File: src/rtl/wdd_pkg.sv
// Shared constants and types for the waypoint delta decoder.
`timescale 1ns / 1ps
`default_nettype none

package wdd_pkg;

  // Block limits
  localparam int MAX_COORDS = 64;
  localparam int FLAG_BYTES = 16;
  localparam int FLAG_AW    = (FLAG_BYTES > 1) ? $clog2(FLAG_BYTES) : 1;

  // Decoder phase codes
  localparam logic [2:0] PH_IDLE = 3'd0;
  localparam logic [2:0] PH_HDR  = 3'd1;
  localparam logic [2:0] PH_X0   = 3'd2;
  localparam logic [2:0] PH_X1   = 3'd3;
  localparam logic [2:0] PH_Y0   = 3'd4;
  localparam logic [2:0] PH_Y1   = 3'd5;

  // Write port of the flag store
  typedef struct packed {
    logic               en;
    logic [FLAG_AW-1:0] addr;
    logic [7:0]         data;
  } wdd_wr_t;

  // One decoded waypoint
  typedef struct packed {
    logic        is_last;
    logic [15:0] pos_y;
    logic [15:0] pos_x;
  } wdd_res_t;

endpackage

`default_nettype wire

File: src/rtl/wdd_flag_ram.sv
// Flag header store: one write port, one registered read port with write forwarding.
`timescale 1ns / 1ps
`default_nettype none

module wdd_flag_ram (
  input  wire                         clk,
  input  wdd_pkg::wdd_wr_t            wr,
  input  wire [wdd_pkg::FLAG_AW-1:0]  rd_addr,
  output logic [7:0]                  rd_data
);
  import wdd_pkg::*;

  logic [7:0] mem [FLAG_BYTES];
  logic [7:0] rd_data_r;

  // Write, and registered read; a same-cycle write to the read address wins
  always_ff @(posedge clk) begin
    if (wr.en) begin
      mem[wr.addr] <= wr.data;
    end
    if (wr.en && (wr.addr == rd_addr)) begin
      rd_data_r <= wr.data;
    end else begin
      rd_data_r <= mem[rd_addr];
    end
  end

  assign rd_data = rd_data_r;

endmodule

`default_nettype wire

File: src/rtl/waypoint_delta_decoder_top.sv
// Top level of the waypoint delta decoder.
//
// Input channel (in_*): one raw byte of a waypoint block per word. in_tuser
// high marks the first byte of a block; coord_count is sampled with it.
// The block restarts on that word, the flag header follows and is kept in a
// small synchronous flag memory, then x/y fields of each vector follow.
// Output channel (out_*): one word per completed vector, x in the low half,
// y in the high half, out_tlast high on the final waypoint of the block.
// Throughput: one byte per cycle while in_tready is high. The flag byte
// for the current vector is fetched from the flag memory in the cycle
// before it is used, addressed from the next vector index, so the lookup
// adds no delay to the byte path. The byte that completes a vector has its
// result registered in the output register, or in the skid stage on a stall.
// Stall: results go to an output register backed by a one-word skid stage;
// in_tready drops only while both hold a word.
// Reset: rst_n low (synchronous) returns the decoder to idle and empties the
// output stages; bytes seen while idle without a block start are dropped.
`timescale 1ns / 1ps
`default_nettype none

module waypoint_delta_decoder_top (
  input  wire         clk,
  input  wire         rst_n,
  // input word
  input  wire         in_tvalid,
  output logic        in_tready,
  input  wire  [15:0] in_tdata,   // [7:0] in_byte, [14:8] coord_count, [15] zero
  input  wire         in_tuser,   // block_start
  // result word
  output logic        out_tvalid,
  input  wire         out_tready,
  output logic [31:0] out_tdata,  // [15:0] pos_x, [31:16] pos_y
  output logic        out_tlast   // is_last
);
  import wdd_pkg::*;

  // Decoder state
  logic [2:0]  phase_r, phase_nxt;
  logic [4:0]  hdr_left_r, hdr_left_nxt;
  logic [4:0]  hdr_pos_r, hdr_pos_nxt;
  logic [5:0]  vec_idx_r, vec_idx_nxt;
  logic [5:0]  vec_tot_r, vec_tot_nxt;
  logic [7:0]  low_hold_r, low_hold_nxt;
  logic [15:0] run_x_r, run_x_nxt;
  logic [15:0] run_y_r, run_y_nxt;

  // Output register and skid stage
  logic        out_vld_r, skid_vld_r;
  wdd_res_t    out_r, skid_r;

  logic        accept;
  logic [7:0]  in_byte;
  logic [6:0]  coord_count;
  logic        block_start;

  logic [6:0]  cnt_c;
  logic [7:0]  cnt_sum;
  logic [4:0]  start_hdr;
  logic [5:0]  start_vtot;

  logic [2:0]  ph_e;
  logic [4:0]  hl_e;
  logic [4:0]  hp_e;
  logic [5:0]  vi_e;
  logic [5:0]  vt_e;

  logic [5:0]  vm1;
  logic [3:0]  flag_byte;
  logic        flag_in_store;
  logic [7:0]  rd_data;
  logic        flag_x, flag_y;
  logic [5:0]  vm1_nxt;
  logic [3:0]  rd_byte;

  logic        produce;
  wdd_res_t    res;
  wdd_wr_t     wr;
  logic [4:0]  hl_dec;
  logic [6:0]  vi_inc7;
  logic [15:0] dx, dy;

  assign in_byte     = in_tdata[7:0];
  assign coord_count = in_tdata[14:8];
  assign block_start = in_tuser;
  assign in_tready   = !skid_vld_r;
  assign accept      = in_tvalid && in_tready;

  // Block start: clamp count, size the header and vector run
  assign cnt_c      = (coord_count > 7'(MAX_COORDS)) ? 7'(MAX_COORDS) : coord_count;
  assign cnt_sum    = {1'b0, cnt_c} + 8'd5;
  assign start_hdr  = cnt_sum[7:3] + {4'd0, cnt_c[0]};
  assign start_vtot = cnt_c[6:1];

  always_comb begin
    if (block_start) begin
      hl_e = start_hdr;
      hp_e = 5'd0;
      vi_e = 6'd0;
      vt_e = start_vtot;
      if (start_hdr != 5'd0) begin
        ph_e = PH_HDR;
      end else if (start_vtot != 6'd0) begin
        ph_e = PH_X0;
      end else begin
        ph_e = PH_IDLE;
      end
    end else begin
      hl_e = hdr_left_r;
      hp_e = hdr_pos_r;
      vi_e = vec_idx_r;
      vt_e = vec_tot_r;
      ph_e = phase_r;
    end
  end

  // Flag bits of the current vector from the prefetched flag byte
  assign vm1           = vec_idx_r - 6'd1;
  assign flag_byte     = vm1[5:2];
  assign flag_in_store = ({1'b0, flag_byte} < 5'(FLAG_BYTES));
  assign flag_x = (vi_e != 6'd0) && flag_in_store && rd_data[{vm1[1:0], 1'b0}];
  assign flag_y = (vi_e != 6'd0) && flag_in_store && rd_data[{vm1[1:0], 1'b1}];

  // Sign-extended deltas
  assign dx = {{8{in_byte[7]}}, in_byte};
  assign dy = {{8{in_byte[7]}}, in_byte};

  assign hl_dec  = hl_e - 5'd1;
  assign vi_inc7 = {1'b0, vi_e} + 7'd1;

  // Byte decode
  always_comb begin
    phase_nxt    = phase_r;
    hdr_left_nxt = hdr_left_r;
    hdr_pos_nxt  = hdr_pos_r;
    vec_idx_nxt  = vec_idx_r;
    vec_tot_nxt  = vec_tot_r;
    low_hold_nxt = low_hold_r;
    run_x_nxt    = run_x_r;
    run_y_nxt    = run_y_r;
    produce      = 1'b0;
    wr.en        = 1'b0;
    wr.addr      = hp_e[FLAG_AW-1:0];
    wr.data      = in_byte;
    res.pos_x    = run_x_r;
    res.pos_y    = run_y_r;
    res.is_last  = 1'b0;
    if (accept) begin
      phase_nxt    = ph_e;
      hdr_left_nxt = hl_e;
      hdr_pos_nxt  = hp_e;
      vec_idx_nxt  = vi_e;
      vec_tot_nxt  = vt_e;
      case (ph_e)
        PH_HDR: begin
          wr.en        = (hp_e < 5'(FLAG_BYTES));
          hdr_pos_nxt  = hp_e + 5'd1;
          hdr_left_nxt = hl_dec;
          if (hl_dec == 5'd0) begin
            phase_nxt = (vt_e != 6'd0) ? PH_X0 : PH_IDLE;
          end
        end
        PH_X0: begin
          if (flag_x) begin
            run_x_nxt = run_x_r + dx;
            phase_nxt = PH_Y0;
          end else begin
            low_hold_nxt = in_byte;
            phase_nxt    = PH_X1;
          end
        end
        PH_X1: begin
          run_x_nxt = {in_byte, low_hold_r};
          phase_nxt = PH_Y0;
        end
        PH_Y0: begin
          if (flag_y) begin
            run_y_nxt = run_y_r + dy;
            produce   = 1'b1;
          end else begin
            low_hold_nxt = in_byte;
            phase_nxt    = PH_Y1;
          end
        end
        PH_Y1: begin
          run_y_nxt = {in_byte, low_hold_r};
          produce   = 1'b1;
        end
        default: begin
          phase_nxt = PH_IDLE;
        end
      endcase
      // Vector complete
      if (produce) begin
        res.pos_x   = run_x_nxt;
        res.pos_y   = run_y_nxt;
        res.is_last = (vi_inc7 >= {1'b0, vt_e});
        vec_idx_nxt = vi_inc7[5:0];
        phase_nxt   = (vi_inc7[5:0] >= vt_e) ? PH_IDLE : PH_X0;
      end
    end
  end

  // Prefetch the flag byte the next vector will use
  assign vm1_nxt = vec_idx_nxt - 6'd1;
  assign rd_byte = vm1_nxt[5:2];

  wdd_flag_ram u_flag_ram (
    .clk     (clk),
    .wr      (wr),
    .rd_addr (rd_byte[FLAG_AW-1:0]),
    .rd_data (rd_data)
  );

  // Decoder state registers
  always_ff @(posedge clk) begin
    if (!rst_n) begin
      phase_r    <= PH_IDLE;
      hdr_left_r <= 5'd0;
      hdr_pos_r  <= 5'd0;
      vec_idx_r  <= 6'd0;
      vec_tot_r  <= 6'd0;
      low_hold_r <= 8'd0;
      run_x_r    <= 16'd0;
      run_y_r    <= 16'd0;
    end else begin
      phase_r    <= phase_nxt;
      hdr_left_r <= hdr_left_nxt;
      hdr_pos_r  <= hdr_pos_nxt;
      vec_idx_r  <= vec_idx_nxt;
      vec_tot_r  <= vec_tot_nxt;
      low_hold_r <= low_hold_nxt;
      run_x_r    <= run_x_nxt;
      run_y_r    <= run_y_nxt;
    end
  end

  // Output register with skid stage
  always_ff @(posedge clk) begin
    if (!rst_n) begin
      out_vld_r  <= 1'b0;
      skid_vld_r <= 1'b0;
    end else if (!out_vld_r || out_tready) begin
      if (skid_vld_r) begin
        out_vld_r  <= 1'b1;
        skid_vld_r <= 1'b0;
      end else begin
        out_vld_r <= produce;
      end
    end else if (produce) begin
      skid_vld_r <= 1'b1;
    end
  end

  always_ff @(posedge clk) begin
    if (!out_vld_r || out_tready) begin
      out_r <= skid_vld_r ? skid_r : res;
    end
    if (produce) begin
      skid_r <= res;
    end
  end

  assign out_tvalid = out_vld_r;
  assign out_tdata  = {out_r.pos_y, out_r.pos_x};
  assign out_tlast  = out_r.is_last;

endmodule

`default_nettype wire

File: config.mk
export PLATFORM = sky130hd
export DESIGN_NAME = waypoint_delta_decoder_top
export DESIGN_NICKNAME = d
export VERILOG_FILES = /design/src/rtl/wdd_pkg.sv /design/src/rtl/wdd_flag_ram.sv /design/src/rtl/waypoint_delta_decoder_top.sv
export SDC_FILE = /design/constraint.sdc
export NUM_CORES = 1
export LEC_CHECK = 0
export BUFFER_PORTS_ARGS = -buffer_cell sky130_fd_sc_hd__buf_4
export CAP_MARGIN = 20
export CORE_MARGIN = 3
export CORE_UTILIZATION = 56
export CTS_CLUSTER_DIAMETER = 100
export DETAILED_ROUTE_END_ITERATION = 8
export MAX_ROUTING_LAYER = met4
export PLACE_DENSITY = 0.76
export REMOVE_ABC_BUFFERS = 1
export SLEW_MARGIN = 20
export SYNTH_ARGS = -nofsm -noshare
export SYNTH_HDL_FRONTEND = slang
export SYNTH_HIERARCHICAL = 1
export SYNTH_SLANG_ARGS = --single-unit
export TNS_END_PERCENT = 30
File: constraint.sdc
create_clock -name clk -period 5.2 [get_ports clk]
set_clock_uncertainty 0.15 [all_clocks]
set_input_delay 1.04 -clock clk [delete_from_list [all_inputs] [get_ports clk]]
set_output_delay 1.04 -clock clk [all_outputs]
set_load 0.05 [all_outputs]
==> impl_metrics.env, run 1 <==
export IMPL_outcome="finished clean"
export IMPL_drc=0
export IMPL_yosys_warnings=6
export IMPL_pin_count=56
export IMPL_die_h_um=157
export IMPL_cts_root_buf="clkbuf_16"
export IMPL_antenna_found_initial=0
export IMPL_netlist_instances=1021
export IMPL_period_share_pct=79.0
export IMPL_cp_startpoint="in_tdata[13]"
export IMPL_ys_top_cells_by_area="edfxtp_1 46%, dfxtp_1 11%, ha_1 4.2%"
export IMPL_core_area_um2=22200
export IMPL_final_fill_count=1616
export IMPL_grt_usage_pct=23.5
export IMPL_worstSkewPairLatency_ps=530
export IMPL_path_class="in -> reg"
export IMPL_grt_pass1_wl_um=44800
export IMPL_synth_edff_count=194
export IMPL_ys_flop_type="edfxtp_1"
export IMPL_multiInputGateArea_um2=5180
export IMPL_fin_ws_ps=1090
export IMPL_slew_viol_final=0
export IMPL_clk_pin_slew_worst_paths_ps=60
export IMPL_postRouteAntennaNets=0
export IMPL_grt_max_degree=41
export IMPL_grt_setup_unrepaired="no"
export IMPL_antenna_cells=0
export IMPL_first_pass_iters=6
export IMPL_r2r_slack_ps=1220
export IMPL_synth_top_cell_area_share_pct=45.5
export IMPL_cts_tree="done"
export IMPL_drv_cap=0
export IMPL_setup_viol=0
export IMPL_routabilityCongestion=0.920
export IMPL_netlist_area_um2=12800
export IMPL_hold_path_class="reg -> reg"
export IMPL_cts_resized=0
export IMPL_routed_via_count=8557
export IMPL_wl_per_cell_um=20.2
export IMPL_ir_drop_mv=0.207
export IMPL_io_buffers=54
export IMPL_postSynthAreaPerCell_um2=12.5
export IMPL_tightestPinTransition_ps=860
export IMPL_drtIter0Drc=800
export IMPL_synth_seq_cells=265
export IMPL_placed_area_um2=13500
export IMPL_start_util_pct=57.8
export IMPL_cp_start_kind="primary input"
export IMPL_timing_fmax_ghz=0.243
export IMPL_total_power_mw=4.30
export IMPL_yosysUniqueCellTypes=79
export IMPL_design_area_um2=14300
export IMPL_fin_setup_tns_ps=0
export IMPL_fin_nets=1143
export IMPL_async_reset_ff_share_pct=0
export IMPL_register_area_um2=7250
export IMPL_via_per_inst=6.21
export IMPL_grt_overflow=0
export IMPL_r2r_cells=11
export IMPL_p_leak_nw=5.54
export IMPL_ctsHoldBuffers=0
export IMPL_dp_cells=1329
export IMPL_ys_seq_area_share_pct=56.6
export IMPL_clkSinkCount=265
export IMPL_r2r_end="out_tdata[29]"
export IMPL_period_minus_slack_ps=4110
export IMPL_dp_hpwl_um=18300
export IMPL_clk_path_buf_depth=3
export IMPL_num_rows=54
export IMPL_final_cells=1377
export IMPL_pwr_density_cell_nw_per_um2=300
export IMPL_cts_buffers=26
export IMPL_hold_viol_final=0
export IMPL_post_cts_setup_buffers=0
export IMPL_die_x_um=157
export IMPL_synth_top_cell_by_area="edfxtp_1"
export IMPL_htreeDepth=1
export IMPL_worstSetupEndpointType="flip-flop"
export IMPL_hold_slack_ps=301
export IMPL_first_global_vias=8222
export IMPL_wl_um=27800
export IMPL_hold_depth=2
export IMPL_detailedPlace_worstSlack_ps=631
export IMPL_cp_endpoint="u_flag_ram/mem[0][4]"
export IMPL_maxSlewHeadroom_pct=42.7
export IMPL_drive_above_1_share_pct=17.5
export IMPL_path_max_fanout=8
export IMPL_post_route_util_pct=64.7
export IMPL_worstPathRequired_ps=5280
export IMPL_arrival_ps=4190
export IMPL_dieArea_um2=24700
export IMPL_area_growth_pct=12.0
flip-flops by register name, indices dropped and copies added (netlist names), named ones only:
signal,count
out_tdata,32
vec_idx_r,6
u_flag_ram/mem,128
skid_r,33
low_hold_r,8
phase_r,3
vec_tot_r,6
hdr_left_r,5
run_y_r,16
skid_vld_r,1
out_tlast,1
out_tvalid,1
run_x_r,16
hdr_pos_r,5
power by group:
part / total [mW] / leakage (nW) / switching, mW / internal [mW]
Sequential: 2.28 / 2.44 / 0.00916 / 2.27
Clock: 1.77 / 0.392 / 0.765 / 1.00
Combinational: 0.252 / 2.71 / 0.163 / 0.0889
Total: 4.30 / 5.54 / 0.937 / 3.36
layer usage:
metal | vias to the layer above | routed length, um | GRT usage [%]
li1 | 3984 | - | -
met1 | 4202 | 12300 | 33.6
met2 | 321 | 12800 | 35.7
met3 | 50 | 2050 | 3.19
met4 | 0 | 648 | 6.78
met5 | - | 0 | -
Yosys cell counts (14+ instances only):
| cell | n |
|---|---|
| nand3_1 | 20 |
| nor2_1 | 75 |
| clkbuf_1 | 36 |
| a21oi_1 | 37 |
| o21ai_0 | 53 |
| and2_1 | 21 |
| a21o_1 | 14 |
| nor3_1 | 21 |
| mux4_2 | 19 |
| dfxtp_1 | 71 |
| nor2b_1 | 15 |
| xor2_1 | 24 |
| edfxtp_1 | 194 |
| a22oi_1 | 21 |
| ha_1 | 43 |
| mux4_1 | 14 |
| mux2i_1 | 23 |
| inv_1 | 19 |
| mux2_2 | 31 |
| nand2_1 | 80 |
kinds of logic (layout without fill, tap and decap cells):
group / Yosys count / count (layout) / synth area share (%)
mux: 87 / 87 / 10.7
compound gates: 220 / 220 / 11.7
simple gates: 285 / 285 / 10.9
buf+inv: 82 / 158 / 2.91
flops: 265 / 265 / 56.6
fa+ha+maj: 45 / 45 / 4.52
xor+xnor: 37 / 37 / 2.59
cell usage in the layout, fill, tap and decap left out, types with 5 or more instances in the layout:
cell       instances
mux2i_1           23
clkbuf_1          10
buf_4             87
nor3_1            21
a31oi_1            5
a21oi_1           37
clkinv_2           5
dfxtp_1           70
or3_1              8
a211oi_1          11
xor2_1            24
edfxtp_1         194
a22o_1            12
nand4_1            8
o21ai_0           53
a21o_1            14
nor2b_1           15
o31ai_1            6
o211ai_1           8
and2_1            21
mux4_2            19
nand2b_1          12
o21a_1             9
mux4_1            14
xnor2_1           12
nor2_1            75
a32oi_1            5
a22oi_1           21
ha_1              43
inv_1             19
clkbuf_16         26
mux2_2            31
nand2_1           80
nand3_1           20
critical path, stage by stage:
cell and delay (ps):
buf_4 130, nor3_1 170, nand2_1 170, o21ai_0 160
and2_1 140, ha_1 190, ha_1 170, xnor2_1 160
xnor2_2 180, a211oi_1 380, nand2_1 90, a21oi_1 300
or3b_2 530, nor3_1 160, buf_4 220
layout make-up:
class	instances	share of cell area [%]
flip-flops and latches	265	50.6
multi-input cells	674	36.2
clock buffers	38	4.99
repair buffers	88	4.70
well taps	280	2.44
clock inverters	10	0.576
inverters	22	0.576
how the worst min path moves through the flow:
stage	start	end	slack, ps
after floorplan	hdr_left_r[0]	hdr_left_r[0]	280
after global placement	hdr_left_r[0]	hdr_left_r[0]	290
after detailed placement	hdr_left_r[0]	hdr_left_r[0]	290
after CTS	hdr_left_r[0]	hdr_left_r[0]	300
after global routing	hdr_left_r[0]	hdr_left_r[0]	330
final	hdr_left_r[0]	hdr_left_r[0]	300
Power figures use the tool's default switching activity.
==> inputs of run 2 (changes only) <==
PLACE_DENSITY = 0.78   (was 0.76)
clock period = 3.45 ns   (was 5.2 ns; I/O delays follow)
==> run 2 against run 1 <==
Net effect: the run now ends with setup timing left; die area unchanged; clock-buffer cell count increased by 1; wire length up 15%; via count increased by 7.8%; critical path depth down 2; design area grew 10%; cell count grew 9.2%; non-clock buffer count increased by 124; utilization is 6.6 points higher.
==> impl_metrics.env, run 2 (synthesis gave the netlist of run 1 again) <==
export IMPL_outcome="complete, but fails checks"
export IMPL_violations="setup timing"
export IMPL_core_area_um2=22200
export IMPL_p_seq_share_pct=49.5
export IMPL_grt_overflow=0
export IMPL_hold_path_class="reg -> reg"
export IMPL_pwr_share_comb_pct=7.2
export IMPL_path_max_fanout=6
export IMPL_drv_cap=0
export IMPL_dp_hpwl_um=21300
export IMPL_wl_per_cell_um=21.3
export IMPL_period_share_pct=101
export IMPL_post_route_util_pct=71.3
export IMPL_path_class="reg -> reg"
export IMPL_first_pass_iters=7
export IMPL_antenna_found_initial=0
export IMPL_cp_start_kind="flip-flop"
export IMPL_tightestPinTransition_ps=906
export IMPL_maxSlewHeadroom_pct=39.6
export IMPL_drtIter0Drc=1015
export IMPL_grt_usage_pct=26.2
export IMPL_worstPathRequired_ps=3720
export IMPL_wl_um=32000
export IMPL_crit_slowest_cell="mux4_2"
export IMPL_ir_drop_mv=0.364
export IMPL_cts_tree="done"
export IMPL_worstSkewPairLatency_ps=530
export IMPL_final_common_cell="buf_4"
export IMPL_p_int_mw=5.46
export IMPL_routed_via_count=9222
export IMPL_postRouteAntennaNets=0
export IMPL_pin_count=56
export IMPL_drc=0
export IMPL_first_global_vias=8982
export IMPL_fin_nets=1269
export IMPL_pwr_density_cell_nw_per_um2=440
export IMPL_placed_area_um2=14400
export IMPL_clkSinkCount=265
export IMPL_area_growth_pct=23.4
export IMPL_worstSetupEndpointType="flip-flop"
export IMPL_critical_path_max_stage_delay_ps=550
export IMPL_largest_reg_flops=128
export IMPL_design_area_um2=15800
export IMPL_period_minus_slack_ps=3500
export IMPL_clk_pin_slew_worst_paths_ps=60
export IMPL_clkPwrFrac_pct=43.3
export IMPL_fin_ws_ps=-46.2
export IMPL_start_util_pct=57.8
export IMPL_htreeDepth=1
export IMPL_path_buf_inv=3
export IMPL_grt_max_degree=42
export IMPL_power_switching_mw=1.48
export IMPL_slew_viol_final=0
export IMPL_setup_viol=2
export IMPL_hold_slack_ps=304
export IMPL_arrival_ps=3770
export IMPL_antenna_cells=0
export IMPL_timing_fmax_ghz=0.286
export IMPL_dieArea_um2=24700
export IMPL_total_power_mw=6.95
export IMPL_power_share_switching_pct=21.4
export IMPL_hold_viol_final=0
export IMPL_path_cells="buf_12, buf_6, mux4_2, a22oi_2, nand2_1, mux4_2, and2_4, buf_6, nand4_1, or3b_4, nand4_1, o311ai_4, and2_1"
export IMPL_cts_buffers=27
export IMPL_regMostFlops="u_flag_ram/mem"
export IMPL_grt_pass1_wl_um=49100
export IMPL_final_cell_mix="198 x buf_4, 194 x edfxtp_1, 77 x nand2_1, 71 x nor2_1, 70 x dfxtp_1"
export IMPL_p_leak_nw=6.29
export IMPL_grt_setup_unrepaired="yes"
export IMPL_die_h_um=157
export IMPL_via_per_inst=6.14
export IMPL_clk_path_buf_depth=3
export IMPL_cts_root_buf="clkbuf_16"
export IMPL_die_x_um=157
export IMPL_cp_top_family="simple AND/OR/NAND/NOR gates"
export IMPL_routabilityCongestion=0.933
export IMPL_io_buffers=54
export IMPL_drive_above_1_share_pct=29.8
export IMPL_num_rows=54
## run 2: what timing repair did
item	CTS	global route
pin swaps	5	25
hold buffers	0	0
hold endpoints to repair	0	0
resized for setup	27	48
buffers inserted	5	9
gates cloned	1	1
setup endpoints to repair	66	176
## run 2: stage by stage
| stage | setup WS, ps | setup TNS [ps] | std cells |
|---|---|---|---|
| after floorplan | -1240 | -173760 | 961 |
| after global placement | -454 | -44340 | 1438 |
| after detailed placement | -660 | -86420 | 1438 |
| after CTS | -17.1 | -17.1 | 1493 |
| after global routing | -145 | -1520 | 1503 |
| final | -46.2 | -84.7 | 1503 |
## run 2: layout make-up
type                       instances  area [um^2]
tap                              280          350
inverter                          22         90.1
sequential                       265         7250
clock inverter                    10          160
fill                            1461         6370
multi-input combinational        675         5450
timing repair buffer             212         1740
clock buffer                      39          761
## run 2: routing by layer
layer / wire, um / track usage (%)
met1: 13400 / 37.5
met4: 1140 / 8.18
met2: 14700 / 39.3
met5: 0 / -
met3: 2790 / 3.60
## run 2: worst register-to-register path, cell delays in order, from the launching register on
cell      delay (ps)
dfxtp_4          420
buf_12           140
buf_6            100
mux4_2           490
a22oi_2          220
nand2_1           70
mux4_2           550
and2_4           200
buf_6            120
nand4_1           50
or3b_4           430
nand4_1          170
o311ai_4         120
and2_1           170
## run 2: power groups by stage
stage,sequential [mW],clock (mW),combinational [mW]
2_1_floorplan,3.51,0,0.218
4_1_cts,3.44,3.05,0.465
6_report,3.44,3.01,0.499
3_3_place_gp,3.51,0,0.443
3_5_place_dp,3.51,0,0.457
5_1_grt,3.44,3.18,0.538
## run 2: worst paths after layout
kind / start / to / slack [ps] / depth (start not counted)
hold reg to reg: vec_tot_r[1] / vec_tot_r[1] / 300 / 2
setup / recovery: flip-flop / run_y_r[15] / -50 / 13
setup reg to reg: flip-flop / run_y_r[15] / -50 / 13
hold / removal: vec_tot_r[1] / vec_tot_r[1] / 300 / 2
